**src/design/ssqe_pkg.sv**
```systemverilog
// Shared types, constants and the microcode table of the servo query engine.
`timescale 1ns / 1ps
package ssqe_pkg;

  // Input operations and commands
  localparam logic OP_REQUEST = 1'b0;
  localparam logic OP_RX_BYTE = 1'b1;

  localparam logic [1:0] CMD_CLEAR   = 2'd0;
  localparam logic [1:0] CMD_RD_ENC  = 2'd1;
  localparam logic [1:0] CMD_RD_WORD = 2'd2;
  localparam logic [1:0] CMD_UNUSED  = 2'd3;

  // Result kinds and verdict codes
  localparam logic KIND_TX      = 1'b0;
  localparam logic KIND_VERDICT = 1'b1;

  localparam logic [1:0] VST_OK        = 2'd0;
  localparam logic [1:0] VST_CRC_BAD   = 2'd1;
  localparam logic [1:0] VST_PARAM_BAD = 2'd2;
  localparam logic [1:0] VST_DEV_ERR   = 2'd3;

  // Frame and CRC constants
  localparam logic [15:0] CRC_INIT      = 16'hFFFF;
  localparam logic [15:0] CRC_POLY      = 16'h1021;
  localparam logic [7:0]  STATUS_OK     = 8'h80;
  localparam logic [7:0]  HDR_SHORT     = 8'h24;
  localparam logic [7:0]  HDR_LONG      = 8'h28;
  localparam logic [7:0]  CODE_CLEAR    = 8'h1F;
  localparam logic [7:0]  CODE_RD_ENC   = 8'h62;
  localparam logic [7:0]  CODE_RD_WORD  = 8'h11;
  localparam logic [7:0]  PARAM_CLEAR   = 8'h02;
  localparam logic [7:0]  PARAM_RD_ENC  = 8'h01;
  localparam logic [7:0]  BYTE_ZERO     = 8'h00;

  // Reply layout: index of the CRC high byte for each command
  localparam logic [4:0] RX_CRCH_CLEAR = 5'd6;
  localparam logic [4:0] RX_CRCH_ENC   = 5'd14;
  localparam logic [4:0] RX_CRCH_WORD  = 5'd8;
  localparam logic [4:0] RX_IDX_STATUS = 5'd2;

  // Microcode addresses
  localparam int UPC_W = 5;
  localparam logic [UPC_W-1:0] UA_CLEAR   = 5'd0;
  localparam logic [UPC_W-1:0] UA_RD_ENC  = 5'd8;
  localparam logic [UPC_W-1:0] UA_RD_WORD = 5'd20;
  localparam logic [UPC_W-1:0] UA_RX      = 5'd28;
  localparam logic [UPC_W-1:0] UA_VERDICT = 5'd29;

  typedef struct packed {
    logic       op;
    logic [7:0] device_id;
    logic [1:0] command;
    logic [7:0] address;
    logic [7:0] rx_byte;
  } in_item_t;

  typedef struct packed {
    logic               kind;
    logic [7:0]         tx_byte;
    logic               last;
    logic [1:0]         status;
    logic [7:0]         error_code;
    logic [31:0]        value;
    logic signed [15:0] laps;
  } out_item_t;

  typedef enum logic [2:0] {
    SRC_CONST,
    SRC_DEV,
    SRC_ADDR,
    SRC_CRC_HI,
    SRC_CRC_LO
  } src_sel_t;

  typedef struct packed {
    src_sel_t   src;
    logic [7:0] konst;
    logic       crc_en;
    logic       emit;
    logic       last;
    logic       verdict;
    logic       rx_absorb;
    logic       jmp_final;
    logic       done;
  } ucode_t;

  typedef enum logic {
    SEQ_IDLE,
    SEQ_RUN
  } seq_state_t;

  // Sequencer to datapath
  typedef struct packed {
    logic   load_in;
    logic   start_req;
    logic   fire;
    ucode_t cw;
  } dp_ctl_t;

  // Datapath to sequencer
  typedef struct packed {
    logic awaiting;
    logic rx_final;
    logic out_busy;
  } dp_stat_t;

  function automatic ucode_t uc_nop();
    ucode_t cw;
    cw = '0;
    cw.src = SRC_CONST;
    return cw;
  endfunction

  // One frame byte: emit it, fold it into the CRC unless it is a trailer byte
  function automatic ucode_t uc_emit(src_sel_t src, logic [7:0] k, logic crc_en,
                                     logic fin);
    ucode_t cw;
    cw = uc_nop();
    cw.src    = src;
    cw.konst  = k;
    cw.crc_en = crc_en;
    cw.emit   = 1'b1;
    cw.last   = fin;
    cw.done   = fin;
    return cw;
  endfunction

  // Microprogram: three frame programs, the reply byte step and the verdict step
  function automatic ucode_t ucode_rom(logic [UPC_W-1:0] pc);
    ucode_t cw;
    cw = uc_nop();
    case (pc)
      // clear encoder frame
      5'd0:  cw = uc_emit(SRC_CONST, HDR_SHORT, 1'b1, 1'b0);
      5'd1:  cw = uc_emit(SRC_DEV, BYTE_ZERO, 1'b1, 1'b0);
      5'd2:  cw = uc_emit(SRC_CONST, BYTE_ZERO, 1'b1, 1'b0);
      5'd3:  cw = uc_emit(SRC_CONST, CODE_CLEAR, 1'b1, 1'b0);
      5'd4:  cw = uc_emit(SRC_CONST, BYTE_ZERO, 1'b1, 1'b0);
      5'd5:  cw = uc_emit(SRC_CONST, PARAM_CLEAR, 1'b1, 1'b0);
      5'd6:  cw = uc_emit(SRC_CRC_HI, BYTE_ZERO, 1'b0, 1'b0);
      5'd7:  cw = uc_emit(SRC_CRC_LO, BYTE_ZERO, 1'b0, 1'b1);
      // read encoder frame
      5'd8:  cw = uc_emit(SRC_CONST, HDR_LONG, 1'b1, 1'b0);
      5'd9:  cw = uc_emit(SRC_DEV, BYTE_ZERO, 1'b1, 1'b0);
      5'd10: cw = uc_emit(SRC_CONST, BYTE_ZERO, 1'b1, 1'b0);
      5'd11: cw = uc_emit(SRC_CONST, CODE_RD_ENC, 1'b1, 1'b0);
      5'd12: cw = uc_emit(SRC_CONST, BYTE_ZERO, 1'b1, 1'b0);
      5'd13: cw = uc_emit(SRC_CONST, PARAM_RD_ENC, 1'b1, 1'b0);
      5'd14: cw = uc_emit(SRC_CONST, BYTE_ZERO, 1'b1, 1'b0);
      5'd15: cw = uc_emit(SRC_CONST, BYTE_ZERO, 1'b1, 1'b0);
      5'd16: cw = uc_emit(SRC_CONST, BYTE_ZERO, 1'b1, 1'b0);
      5'd17: cw = uc_emit(SRC_CONST, BYTE_ZERO, 1'b1, 1'b0);
      5'd18: cw = uc_emit(SRC_CRC_HI, BYTE_ZERO, 1'b0, 1'b0);
      5'd19: cw = uc_emit(SRC_CRC_LO, BYTE_ZERO, 1'b0, 1'b1);
      // read state word frame
      5'd20: cw = uc_emit(SRC_CONST, HDR_SHORT, 1'b1, 1'b0);
      5'd21: cw = uc_emit(SRC_DEV, BYTE_ZERO, 1'b1, 1'b0);
      5'd22: cw = uc_emit(SRC_CONST, BYTE_ZERO, 1'b1, 1'b0);
      5'd23: cw = uc_emit(SRC_CONST, CODE_RD_WORD, 1'b1, 1'b0);
      5'd24: cw = uc_emit(SRC_CONST, BYTE_ZERO, 1'b1, 1'b0);
      5'd25: cw = uc_emit(SRC_ADDR, BYTE_ZERO, 1'b1, 1'b0);
      5'd26: cw = uc_emit(SRC_CRC_HI, BYTE_ZERO, 1'b0, 1'b0);
      5'd27: cw = uc_emit(SRC_CRC_LO, BYTE_ZERO, 1'b0, 1'b1);
      // reply byte: absorb it, or branch to the verdict on the final byte
      5'd28: begin
        cw.rx_absorb = 1'b1;
        cw.jmp_final = 1'b1;
        cw.done      = 1'b1;
      end
      5'd29: begin
        cw.emit    = 1'b1;
        cw.verdict = 1'b1;
        cw.done    = 1'b1;
      end
      default: cw.done = 1'b1;
    endcase
    return cw;
  endfunction

endpackage

```
**src/design/ssqe_crc.sv**
```systemverilog
// CRC-16/CCITT-FALSE update over one byte, MSB first.
`timescale 1ns / 1ps
module ssqe_crc (
  input  logic [15:0] crc_in,
  input  logic [7:0]  byte_in,
  output logic [15:0] crc_out
);
  import ssqe_pkg::*;

  // Shift the byte through the polynomial one bit per step
  always_comb begin
    logic [15:0] c;
    c = crc_in ^ {byte_in, 8'h00};
    for (int i = 0; i < 8; i++) begin
      if (c[15]) begin
        c = {c[14:0], 1'b0} ^ CRC_POLY;
      end else begin
        c = {c[14:0], 1'b0};
      end
    end
    crc_out = c;
  end

endmodule

```
**src/design/ssqe_seq.sv**
```systemverilog
// Microcode sequencer: step counter, control ROM, dispatch and conditional jump.
`timescale 1ns / 1ps
module ssqe_seq (
  input  logic               clk,
  input  logic               rst_n,
  input  logic               in_valid,
  input  ssqe_pkg::in_item_t in_data,
  output logic               in_ready,
  input  ssqe_pkg::dp_stat_t stat,
  output ssqe_pkg::dp_ctl_t  ctl
);
  import ssqe_pkg::*;

  seq_state_t       state_r, state_nxt;
  logic [UPC_W-1:0] pc_r, pc_nxt;
  ucode_t           cw;
  logic             in_fire;
  logic             start_req;
  logic             start_rx;
  logic             fire;
  logic [UPC_W-1:0] entry_pc;

  // Hold state and step counter
  always_ff @(posedge clk) begin
    if (!rst_n) begin
      state_r <= SEQ_IDLE;
      pc_r    <= UA_CLEAR;
    end else begin
      state_r <= state_nxt;
      pc_r    <= pc_nxt;
    end
  end

  // Dispatch new items and advance through the microprogram
  always_comb begin
    cw        = ucode_rom(pc_r);
    in_ready  = (state_r == SEQ_IDLE);
    in_fire   = in_valid & in_ready;
    start_req = in_fire & (in_data.op == OP_REQUEST) & (in_data.command != CMD_UNUSED);
    start_rx  = in_fire & (in_data.op == OP_RX_BYTE) & stat.awaiting;
    fire      = (state_r == SEQ_RUN) & ~(cw.emit & stat.out_busy);

    case (in_data.command)
      CMD_CLEAR:  entry_pc = UA_CLEAR;
      CMD_RD_ENC: entry_pc = UA_RD_ENC;
      default:    entry_pc = UA_RD_WORD;
    endcase

    state_nxt = state_r;
    pc_nxt    = pc_r;
    case (state_r)
      SEQ_IDLE: begin
        if (start_req) begin
          state_nxt = SEQ_RUN;
          pc_nxt    = entry_pc;
        end else if (start_rx) begin
          state_nxt = SEQ_RUN;
          pc_nxt    = UA_RX;
        end
      end
      SEQ_RUN: begin
        if (fire) begin
          if (cw.jmp_final && stat.rx_final) begin
            pc_nxt = UA_VERDICT;
          end else if (cw.done) begin
            state_nxt = SEQ_IDLE;
          end else begin
            pc_nxt = pc_r + 1'b1;
          end
        end
      end
      default: state_nxt = SEQ_IDLE;
    endcase

    ctl.load_in   = in_fire;
    ctl.start_req = start_req;
    ctl.fire      = fire;
    ctl.cw        = cw;
  end

endmodule

```
**src/design/ssqe_dp.sv**
```systemverilog
// Datapath: frame byte select, shared CRC unit, reply collection and result register.
`timescale 1ns / 1ps
module ssqe_dp (
  input  logic                clk,
  input  logic                rst_n,
  input  ssqe_pkg::in_item_t  in_data,
  input  ssqe_pkg::dp_ctl_t   ctl,
  output ssqe_pkg::dp_stat_t  stat,
  output logic                out_valid,
  input  logic                out_ready,
  output ssqe_pkg::out_item_t out_data
);
  import ssqe_pkg::*;

  in_item_t    in_r;
  logic [15:0] tx_crc_r, tx_crc_nxt;
  logic [1:0]  pending_r, pending_nxt;
  logic        awaiting_r, awaiting_nxt;
  logic [4:0]  rx_count_r, rx_count_nxt;
  logic [15:0] rx_crc_r, rx_crc_nxt;
  logic [7:0]  status_byte_r, status_byte_nxt;
  logic        param_nz_r, param_nz_nxt;
  logic [31:0] value_r, value_nxt;
  logic [15:0] laps_r, laps_nxt;
  logic [7:0]  crc_hi_r, crc_hi_nxt;
  logic        out_valid_r, out_valid_nxt;
  out_item_t   out_r, out_nxt;

  logic [15:0] crc_in;
  logic [7:0]  crc_byte_in;
  logic [15:0] crc_out;
  logic [7:0]  tx_sel;
  logic [4:0]  crch_idx;
  logic        rx_final;
  logic        absorb;
  logic        emit_go;
  out_item_t   verdict;

  ssqe_crc u_crc (
    .crc_in  (crc_in),
    .byte_in (crc_byte_in),
    .crc_out (crc_out)
  );

  // Latch the accepted item
  always_ff @(posedge clk) begin
    if (ctl.load_in) begin
      in_r <= in_data;
    end
  end

  always_ff @(posedge clk) begin
    if (!rst_n) begin
      tx_crc_r      <= CRC_INIT;
      pending_r     <= CMD_CLEAR;
      awaiting_r    <= 1'b0;
      rx_count_r    <= '0;
      rx_crc_r      <= CRC_INIT;
      status_byte_r <= '0;
      param_nz_r    <= 1'b0;
      value_r       <= '0;
      laps_r        <= '0;
      crc_hi_r      <= '0;
      out_valid_r   <= 1'b0;
    end else begin
      tx_crc_r      <= tx_crc_nxt;
      pending_r     <= pending_nxt;
      awaiting_r    <= awaiting_nxt;
      rx_count_r    <= rx_count_nxt;
      rx_crc_r      <= rx_crc_nxt;
      status_byte_r <= status_byte_nxt;
      param_nz_r    <= param_nz_nxt;
      value_r       <= value_nxt;
      laps_r        <= laps_nxt;
      crc_hi_r      <= crc_hi_nxt;
      out_valid_r   <= out_valid_nxt;
    end
  end

  always_ff @(posedge clk) begin
    out_r <= out_nxt;
  end

  // Select frame byte and feed the shared CRC unit
  always_comb begin
    case (ctl.cw.src)
      SRC_CONST:  tx_sel = ctl.cw.konst;
      SRC_DEV:    tx_sel = in_r.device_id;
      SRC_ADDR:   tx_sel = in_r.address;
      SRC_CRC_HI: tx_sel = tx_crc_r[15:8];
      SRC_CRC_LO: tx_sel = tx_crc_r[7:0];
      default:    tx_sel = ctl.cw.konst;
    endcase
    crc_in      = ctl.cw.rx_absorb ? rx_crc_r : tx_crc_r;
    crc_byte_in = ctl.cw.rx_absorb ? in_r.rx_byte : tx_sel;

    case (pending_r)
      CMD_CLEAR:  crch_idx = RX_CRCH_CLEAR;
      CMD_RD_ENC: crch_idx = RX_CRCH_ENC;
      default:    crch_idx = RX_CRCH_WORD;
    endcase
    rx_final = (rx_count_r == crch_idx + 5'd1);
  end

  // Form the verdict in check order: CRC, clear parameter, device status
  always_comb begin
    verdict = '0;
    verdict.kind = KIND_VERDICT;
    if ({crc_hi_r, in_r.rx_byte} != rx_crc_r) begin
      verdict.status = VST_CRC_BAD;
    end else if (pending_r == CMD_CLEAR && param_nz_r) begin
      verdict.status = VST_PARAM_BAD;
    end else if (status_byte_r != STATUS_OK) begin
      verdict.status     = VST_DEV_ERR;
      verdict.error_code = status_byte_r;
    end else begin
      verdict.status = VST_OK;
      if (pending_r != CMD_CLEAR) begin
        verdict.value = value_r;
      end
      if (pending_r == CMD_RD_ENC) begin
        verdict.laps = laps_r;
      end
    end
  end

  // Next state of the reply collector, frame CRC and result register
  always_comb begin
    tx_crc_nxt      = tx_crc_r;
    pending_nxt     = pending_r;
    awaiting_nxt    = awaiting_r;
    rx_count_nxt    = rx_count_r;
    rx_crc_nxt      = rx_crc_r;
    status_byte_nxt = status_byte_r;
    param_nz_nxt    = param_nz_r;
    value_nxt       = value_r;
    laps_nxt        = laps_r;
    crc_hi_nxt      = crc_hi_r;
    out_nxt         = out_r;
    out_valid_nxt   = out_valid_r & ~out_ready;

    absorb  = ctl.fire & ctl.cw.rx_absorb & ~rx_final;
    emit_go = ctl.fire & ctl.cw.emit;

    // New request: restart the reply collector
    if (ctl.start_req) begin
      tx_crc_nxt      = CRC_INIT;
      pending_nxt     = in_data.command;
      awaiting_nxt    = 1'b1;
      rx_count_nxt    = '0;
      rx_crc_nxt      = CRC_INIT;
      status_byte_nxt = '0;
      param_nz_nxt    = 1'b0;
      value_nxt       = '0;
      laps_nxt        = '0;
      crc_hi_nxt      = '0;
    end

    if (ctl.fire && ctl.cw.crc_en) begin
      tx_crc_nxt = crc_out;
    end

    // Collect one reply byte
    if (absorb) begin
      rx_count_nxt = rx_count_r + 5'd1;
      if (rx_count_r < crch_idx) begin
        rx_crc_nxt = crc_out;
        if (rx_count_r == RX_IDX_STATUS) begin
          status_byte_nxt = in_r.rx_byte;
        end
        if (pending_r == CMD_CLEAR && rx_count_r inside {5'd4, 5'd5} &&
            in_r.rx_byte != BYTE_ZERO) begin
          param_nz_nxt = 1'b1;
        end
        if ((pending_r == CMD_RD_ENC && rx_count_r inside {[5'd8:5'd11]}) ||
            (pending_r == CMD_RD_WORD && rx_count_r inside {[5'd4:5'd7]})) begin
          value_nxt = {value_r[23:0], in_r.rx_byte};
        end
        if (pending_r == CMD_RD_ENC && rx_count_r inside {5'd12, 5'd13}) begin
          laps_nxt = {laps_r[7:0], in_r.rx_byte};
        end
      end else begin
        crc_hi_nxt = in_r.rx_byte;
      end
    end

    // Close the reply after the verdict
    if (ctl.fire && ctl.cw.verdict) begin
      awaiting_nxt = 1'b0;
      rx_count_nxt = '0;
      rx_crc_nxt   = CRC_INIT;
    end

    // Load the result register
    if (emit_go) begin
      out_valid_nxt = 1'b1;
      if (ctl.cw.verdict) begin
        out_nxt = verdict;
      end else begin
        out_nxt         = '0;
        out_nxt.kind    = KIND_TX;
        out_nxt.tx_byte = tx_sel;
        out_nxt.last    = ctl.cw.last;
      end
    end
  end

  assign stat.awaiting = awaiting_r;
  assign stat.rx_final = rx_final;
  assign stat.out_busy = out_valid_r & ~out_ready;
  assign out_valid     = out_valid_r;
  assign out_data      = out_r;

endmodule

```
**src/design/servo_serial_query_engine.sv**
```systemverilog
// Top level of the servo drive query engine: sequencer plus datapath.
`timescale 1ns / 1ps
// The accepted request is latched and the sequencer starts its frame program of 8 or 12
// bytes; each step stalls while the result register is held; in_ready is low until done.
// A reply byte runs the reply step; the final reply byte yields the verdict.
// Rate is set by the microcode step counter: one control word, one frame byte, per cycle.
// Reset (rst_n low, synchronous) idles the sequencer, drops any pending reply and
// empties the result register.
module servo_serial_query_engine (
  input  logic                clk,
  input  logic                rst_n,
  input  logic                in_valid,
  output logic                in_ready,
  input  ssqe_pkg::in_item_t  in_data,
  output logic                out_valid,
  input  logic                out_ready,
  output ssqe_pkg::out_item_t out_data
);
  import ssqe_pkg::*;

  dp_ctl_t  ctl;
  dp_stat_t stat;

  ssqe_seq u_seq (
    .clk      (clk),
    .rst_n    (rst_n),
    .in_valid (in_valid),
    .in_data  (in_data),
    .in_ready (in_ready),
    .stat     (stat),
    .ctl      (ctl)
  );

  ssqe_dp u_dp (
    .clk       (clk),
    .rst_n     (rst_n),
    .in_data   (in_data),
    .ctl       (ctl),
    .stat      (stat),
    .out_valid (out_valid),
    .out_ready (out_ready),
    .out_data  (out_data)
  );

endmodule
```
**config.mk**
```make
export PLATFORM = sky130hd
export DESIGN_NAME = servo_serial_query_engine
export DESIGN_NICKNAME = d
export VERILOG_FILES = /design/src/design/ssqe_pkg.sv /design/src/design/ssqe_crc.sv /design/src/design/ssqe_seq.sv /design/src/design/ssqe_dp.sv /design/src/design/servo_serial_query_engine.sv
export SDC_FILE = /design/constraint.sdc
export NUM_CORES = 1
export LEC_CHECK = 0
export BUFFER_PORTS_ARGS = -buffer_cell sky130_fd_sc_hd__buf_4
export CORE_ASPECT_RATIO = 0.7
export CORE_MARGIN = 2
export CORE_UTILIZATION = 55
export CTS_CLUSTER_DIAMETER = 50
export CTS_CLUSTER_SIZE = 25
export DETAILED_ROUTE_END_ITERATION = 8
export PLACE_DENSITY = 0.71
export REMOVE_ABC_BUFFERS = 1
export SYNTH_ARGS = -nofsm -noshare
export SYNTH_HDL_FRONTEND = slang
export SYNTH_SLANG_ARGS = --single-unit
```
**constraint.sdc**
```tcl
create_clock -name clk -period 5.75 [get_ports clk]
set_input_delay 1.15 -clock clk [delete_from_list [all_inputs] [get_ports clk]]
set_output_delay 1.15 -clock clk [all_outputs]
set_load 0.01 [all_outputs]
```
==> results of run 1 <==
## layer usage
metal | wire, um | GRT usage [%] | vias to the layer above | share of wire (%)
met1 | 10900 | 37.9 | 3519 | 48
met2 | 9180 | 33.8 | 303 | 41
met4 | 286 | 3.78 | 0 | 1.3
met3 | 2180 | 6.05 | 24 | 9.7
met5 | 0 | 0 | - | 0
li1 | - | - | 3545 | -
## logic make-up (layout without fill, tap and decap cells)
logic type               after synthesis  count (layout)
multiplexers                          15              15
AO/OA/AOI/OAI                        208             208
adder cells (fa/ha/maj)               12              12
buffers and inverters                 98             168
AND/OR/NAND/NOR                      378             378
flip-flops                           204             204
XOR/XNOR                              48              48
## registers in the layout (all words and copies together) (netlist names), 2 cells and up
| register | cells |
|---|---|
| u_dp.crc_hi_r | 8 |
| u_dp.rx_crc_r | 16 |
| u_dp.pending_r | 2 |
| u_dp.out_data | 68 |
| u_seq.pc_r | 5 |
| u_dp.tx_crc_r | 16 |
| u_dp.laps_r | 16 |
| u_dp.rx_count_r | 5 |
| u_dp.value_r | 32 |
| u_dp.in_r | 24 |
| u_dp.status_byte_r | 8 |
## placed cells by master, fill, tap and decap left out, drive strengths merged, types with 7 or more instances in the layout
cell type	instances
a21oi	115
dfxtp	112
buf	108
edfxtp	92
nand3	86
nand2	75
and2	65
nor2	53
inv	37
xnor2	32
clkbuf	18
or2	17
o21ai	16
mux2i	14
nand2b	12
ha	12
nor3	12
xor2	11
a31oi	10
nor2b	10
nand4	9
and3	8
a22oi	7
## worst paths after layout
check             startpoint                to  slack [ps]  cells past startpoint
min          u_dp.param_nz_r   u_dp.param_nz_r         460                      2
max            u_seq.pc_r[3]  u_dp.value_r[20]        1680                      9
max reg2reg    u_seq.pc_r[3]  u_dp.value_r[20]        1680                      9
min reg2reg  u_dp.param_nz_r   u_dp.param_nz_r         460                      2
## through the flow
stage               utilization, %  hold slack [ps]
floorplan                        -              432
global placement              61.1              439
detailed placement            61.1              446
CTS                           64.5              456
global route                  64.5              488
finish                        64.5              455
## area by class of cell
cell class / instances / area share (%)
Sequential cell: 204 / 45.3
Multi-Input combinational cell: 661 / 38.3
Timing Repair Buffer: 108 / 7.34
Clock buffer: 18 / 4.08
Tap cell: 231 / 2.62
Clock inverter: 10 / 1.24
Inverter: 32 / 1.09
## power by group through the flow
stage	sequential (mW)	combinational [mW]	clock, mW
3_3_place_gp	1.73	0.721	0
3_5_place_dp	1.73	0.727	0
6_report	1.70	0.742	1.22
4_1_cts	1.70	0.733	1.24
2_1_floorplan	1.73	0.493	0
5_1_grt	1.71	0.799	1.30
## worst max-delay path, delay by kind of cell, from the launching register on
family,cells,cell delay (ps)
AOI/OAI and AO/OA,5,2020
DFF,1,920
and+or+nand+nor,4,1040
==> run summary, run 1 <==
The slowest stage of the critical path belongs to the cell sky130_fd_sc_hd__dfxtp_1. After detailed routing, the number of remaining DRC violations is 0. The detail route stage leaves a number of antenna-violating nets equal to 0.

Overall power consumption after layout is estimated at 3.66 mW. Of all flip-flops after synthesis, the portion carrying an async set or reset was 0%. The via count of the first global-routing pass came out at 6546. The number of cell rows came out at 40. The logs give 7391 for the via count and 3 for the maximum number of buffers from clock root to sink.

During I/O placement, the number of pins put on the boundary was 101. The predominant post-synthesis flop cell is sky130_fd_sc_hd__dfxtp_1. The run gives 85 as the number of different library cells in the post-synthesis netlist. The number of setup buffers added after CTS is 0. The global routing usage summed across all routing layers is 24.1%. The count of placed standard cells in the final layout, fillers left out is 1264. The highest attainable clock frequency was 0.246 GHz. At the placement stage, the worst setup path has a slack of 1730 ps. The final number of max-transition violations is 0, and the final period utilization is 70.8%.

The wire-length estimate of the detail-placed layout is 15400 um. Post-CTS repair changed the size of 0 cells. The tools report the count of endpoints failing setup in the final report as 0. By area, the combinational part of the netlist is dominated by simple AND/OR/NAND/NOR gates. Once placement finished, the instance area stood at 10500 um2.

The register area is 5000 um2, and the total global routing overflow is 0. The minimum clock period works out to 4070 ps. The largest area contributor in the netlist is sky130_fd_sc_hd__edfxtp_1. The portion of total power attributed to sequential cells was 46.4%; the relative slew slack was 28.2%. Walking the worst path, the cells encountered are nor2b_1, nand3b_1, o311ai_1, o2111ai_1, o31ai_4, and3_1, o21a_1, nand2_1, a21oi_1. Of the total power, the share spent switching nets is 29.8%. The flow ran to the end, and the final reports show no timing, DRC or antenna violations. TritonCTS created 16 clock buffers. The average instance in the mapped netlist occupies 9.98 um2. The logs give 72 for the largest net degree at the start of global routing and 0.266 mV for the worst vdd rail ir drop. The total of fill cells in the finished design was 1444; the number of buffers added on ports was 100.

The routed wire length per instance is 17.8 um, and the average vias per placed instance is 5.85. The tree built by TritonCTS fans out to 204 sinks. The xor/xnor share of the synthesized area was 5.30%.

The portion of synthesized cell area occupied by the leading cell type was 28.7%; the data arrival at the endpoint of the critical path was 4470 ps. The tools report the cell at the root of the clock tree as sky130_fd_sc_hd__clkbuf_16. The congestion estimate from routability-driven global placement came to 0.900.

TritonCTS built the clock tree. At the end of the flow, the number of nets in the layout was 1066. The logs give 20.3% for the relative contribution of combinational cells to total power and 1.09 mW for the switching power. During synthesis, Yosys emitted a total of 0 warnings. Summing the areas of all fa, ha and maj instances in the mapped netlist gives 1.56% of the synthesized area.

The die area was 18600 um2; the clock input transition at the sequential cells of the worst setup and hold paths was 70 ps. By startpoint and endpoint, the worst setup path is classified as reg2reg. In this run, synthesis produced a sequential element count of 204. In this run the worst hold path is classified as reg2reg.

The synthesized netlist occupies a cell area of 9620 um2. Wire length reported by the detailed router: 22500 um. The die is 162 um wide. The first-pass GRT wire length was 35500 um; the number of antenna violations at the first check in global routing was 0. The highest fanout seen on the critical path is 32, and the core region area is 17100 um2. By instance count, the leading cell after synthesis is sky130_fd_sc_hd__a21oi_1. Ranked by instance count, the synthesized netlist is headed by sky130_fd_sc_hd__a21oi_1, sky130_fd_sc_hd__dfxtp_1, sky130_fd_sc_hd__edfxtp_1. The first TritonRoute pass finished after 5 iterations. STA puts the critical path data required time at 6150 ps. For this run, the register share of the synthesized area comes to 52.0%. The initial utilization of the core area, before any placement, comes to 56.2%.

By area the synthesized netlist is led by sky130_fd_sc_hd__edfxtp_1, sky130_fd_sc_hd__dfxtp_1, sky130_fd_sc_hd__a21oi_1. For the number of hold buffers added after cts, the log shows 0. Setup repair after global routing left no endpoint under its margin. The logs give 0 for the hold violation count in the final report and 4.06 nW for the cell leakage power. The area fraction in compound gates after synthesis came out at 14.0%. The internal portion of the total power is 2.57 mW. For this run, the slowest stage of the critical path takes 920 ps.

The number of antenna diodes in the final layout is 0. The simple-gate portion of the synthesized area was 20.9%; the first-iteration detailed-routing DRC count was 698. In the final layout, the multi-input gates occupy 4230 um2.

For the worst-case setup margin in the final layout, the log shows 1680 ps. The synthesis-to-finish area growth was 14.8%. The cell area after layout was 11000 um2. The total number of H-tree levels is 1. The clock reaches the later pin of the worst-skew pair after 500 ps. The portion of synthesized area spent on multiplexers is 1.96%. The synthesized design contains 92 enable-type register cells. The kind of launch point of the worst setup path was a flop. The clock arrives with 33.6 ps of skew. The share of final-layout standard cells stronger than drive strength 1 is 17.1%. The floorplan step set the die height to 115 um. Dividing total power by cell area gives a power density of 332 nW/um2.

The final total negative setup slack is 0 ps, and the count of placed standard cells including taps is 1236. At the pin with the least slew margin, the transition time is 1080 ps. STA classifies the critical path endpoint as a flop. The number of maximum-capacitance violations is 0.

Synthesis produced 963 cells. The run gives 33.4% as the part of the power in the clock network.
Power figures use the tool's default switching activity.
==> run 2, diff against run 1 <==
CORE_UTILIZATION = 53   (was 55)
PLACE_DENSITY = 0.72   (was 0.71)
clock period = 3.3 ns   (was 5.75 ns; I/O delays follow)
==> run 2 against run 1 <==
  * Core utilization up 0.34 points
  * Total power is 80% higher
  * Sequential share of layout area shrank 2.2 points
  * Critical endpoint is now u_dp.tx_crc_r[12]
  * Largest power group unchanged
==> run summary, run 2 (synthesis gave the netlist of run 1 again) <==
The wire length reported by the detailed router was 24200 um (+7.6%). The tools report the data arrival at the endpoint of the critical path as 3530 ps (-940 ps). For the relative contribution of combinational cells to total power, the log shows 23.0% (+2.7 points).

The number of hold buffers added after cts was 0 (unchanged); the largest net degree at the start of global routing was 41 (-43%). Number of maximum-capacitance violations: 0 (unchanged). The number of buffers added on ports is 100 (unchanged), and the required time of the critical path is 3680 ps (-2470 ps). The most numerous cell type found on the critical path is sky130_fd_sc_hd__xnor2_1.

The average vias per placed instance was 5.71 (-2.3%). The die boundary width works out to 165 um (+1.8%). The kind of launch point of the worst setup path was a flop.

The maximum number of buffers from clock root to sink is 3 (unchanged). Internal cell power: 4.60 mW (+79%). The logs give 32.8% (-0.6 points) for the part of the power in the clock network and 1 (unchanged) for the total number of H-tree levels. TritonCTS built the clock tree.

The run gives 7026 (+7.3%) as the via count of the first global-routing pass. The tools report the total design power as 6.61 mW (+80%). For the number of inserted diodes, the log shows 0 (unchanged). The total clock sinks is 204 (unchanged). The run gives 44.1% (-2.3 points) as the portion of total power attributed to sequential cells. The die height is 117 um (+1.8%), and the share of final-layout standard cells stronger than drive strength 1 is 22.2% (+5.1 points). Cell area after layout: 11600 um2 (+5.2%). Path type of the worst setup path: reg2reg.

The net count of the finished layout was 1123 (+5.3%). The global placement routability congestion was 0.955 (+6.2%); the routed wire length per instance was 18.3 um (+2.5%). The first-iteration detailed-routing DRC count is 736 (+5.4%). For the final design utilization, the log shows 64.9% (+0.34 points). Flip-flop count of the largest register, all copies and words added: 68 (unchanged).

The most common cell after layout, fill and taps aside was sky130_fd_sc_hd__buf_4. The flow ran to the end, and the final reports show no timing, DRC or antenna violations. The tools report the via count as 7575 (+2.5%). The logs give 0.318 GHz (+29%) for the highest attainable clock frequency and 0 (unchanged) for the total global routing overflow. For the final setup skew, the log shows 19.3 ps (-14.3 ps).

The critical-path cell with the highest stage delay was sky130_fd_sc_hd__or3b_1. The minimum clock period was 3150 ps (-920 ps); the global routing usage summed across all routing layers was 25.3% (+1.2 points). The number of buffers inserted during clock tree synthesis was 16 (unchanged); the number of ports placed on the die boundary was 101 (unchanged). Walking the worst path, the cells encountered are or3b_1, o32ai_2, nor3_4, o31ai_2, xnor2_1, xor3_1, mux2i_4, xnor2_1, a21oi_1. The final period utilization is 95.4% (+25 points). Cell family with the largest share of critical-path delay: XOR/XNOR gates.

The peak per-stage delay on the critical path is 590 ps (-330 ps). The die area was 19300 um2 (+3.7%); the HPWL after detailed placement was 16700 um (+8.5%). The remaining number of nets flagged by the antenna check after routing came out at 0 (unchanged). The logs give 10900 um2 (+4.5%) for the placed standard-cell area and 500 ps (about the same) for the clock latency reported for the late side of the worst-skew pair.

The kind of capture point of the worst setup path was a flop. The power density over cell area was 569 nW/um2 (+72%); the synthesis-to-finish area growth was 20.8%. The cell leakage power came out at 4.38 nW (+7.9%).

The logs give 5 (unchanged) for the number of iterations in the first detailed-routing pass and 41 (+2.5%) for the number of cell rows. Setup repair after global routing left no endpoint under its margin. The logs give 0 (unchanged) for the DRC violations left and 0 (unchanged) for the final number of max-transition violations. The clock input transition at the sequential cells of the worst setup and hold paths came out at 90 ps (+20 ps). The logs give 40.8% (+13 points) for the relative slew slack and 0 (unchanged) for the number of antenna violations at the first check in global routing. The logs give 0 ps (unchanged) for the final total negative setup slack and 0 (unchanged) for the count of endpoints failing setup in the final report.

The sum of buffers and inverters on the critical path was 0 (unchanged). In this run the worst hold path is classified as in2reg. Slew at the pin with the worst max-slew slack: 880 ps (-197 ps).

The highest fanout seen on the critical path was 12 (-63%); the switching part of the total was 30.4% (+0.60 points). The library cells used most frequently in the layout, excluding fill and tap cells, are sky130_fd_sc_hd__buf_4, sky130_fd_sc_hd__a21oi_1, sky130_fd_sc_hd__dfxtp_1. The core region area was 17900 um2 (+4.6%). For the worst vdd rail ir drop, the log shows 0.499 mV (+88%).

The first-pass GRT wire length came out at 38000 um (+7.1%). The switching power is 2.01 mW (+84%). The tree is rooted in a sky130_fd_sc_hd__clkbuf_16. For the initial core utilization, the log shows 53.7% (-2.5 points). The hold violation count in the final report came out at 0 (unchanged).
[run 2: cell types whose count changed in the layout (fill, tap and decap cells not counted), sizes merged]
cell,change
buf,+57
inv,+2
clkbuf,-1
clkinvlp,-1
[run 2: metrics by stage]
step | cells | hold slack (ps) | setup slack, ps
global placement | 1295 | 445 | -79.3
global route | 1326 | 319 | 0.308
CTS | 1325 | 323 | 17.3
detailed placement | 1295 | 449 | -112
finish | 1326 | 330 | 151
floorplan | 897 | 432 | -629
[run 2: layout make-up]
class                           count  area, um2
Fill cell                        1421       6290
Sequential cell                   204       5010
Multi-Input combinational cell    661       4290
Timing Repair Buffer              165       1300
Clock buffer                       17        425
Tap cell                          236        295
Clock inverter                     11        170
Inverter                           32        120
[run 2: worst register-to-register path, stage by stage (launching register included)]
cell	delay, ps
sky130_fd_sc_hd__dfxtp_1	480
sky130_fd_sc_hd__or3b_1	600
sky130_fd_sc_hd__o32ai_2	250
sky130_fd_sc_hd__nor3_4	140
sky130_fd_sc_hd__o31ai_2	440
sky130_fd_sc_hd__xnor2_1	220
sky130_fd_sc_hd__xor3_1	420
sky130_fd_sc_hd__mux2i_4	220
sky130_fd_sc_hd__xnor2_1	170
sky130_fd_sc_hd__a21oi_1	90
[run 2: worst paths after layout]
path | start | end | slack (ps) | cells past startpoint
min | in_data[5] | u_dp.in_r[5] | 330 | 1
min reg2reg | u_dp.laps_r[9] | u_dp.laps_r[9] | 460 | 2
max reg2reg | u_seq.pc_r[3] | u_dp.tx_crc_r[12] | 150 | 9
max | u_seq.pc_r[3] | u_dp.tx_crc_r[12] | 150 | 9
[run 2: layer usage]
layer	global-route usage, %	vias to the layer above	wire length [um]
met5	0	-	0
met4	5.91	0	499
met3	4.76	42	1840
met2	35.8	275	9830
met1	39.7	3597	12100
li1	-	3661	-
[run 2: power groups by stage]
stage	Clock [mW]	Sequential [mW]	Combinational (mW)
4_1_cts	2.21	2.91	1.49
6_report	2.17	2.92	1.52
3_5_place_dp	0	2.97	1.47
5_1_grt	2.31	2.93	1.64
2_1_floorplan	0	3.01	0.859
3_3_place_gp	0	2.97	1.47
[run 2: what timing repair did]
item                                    CTS  global route
buffers inserted                          2             1
pin swaps                                 1             1
resized for setup                         2            10
endpoints found under the setup margin   26            98
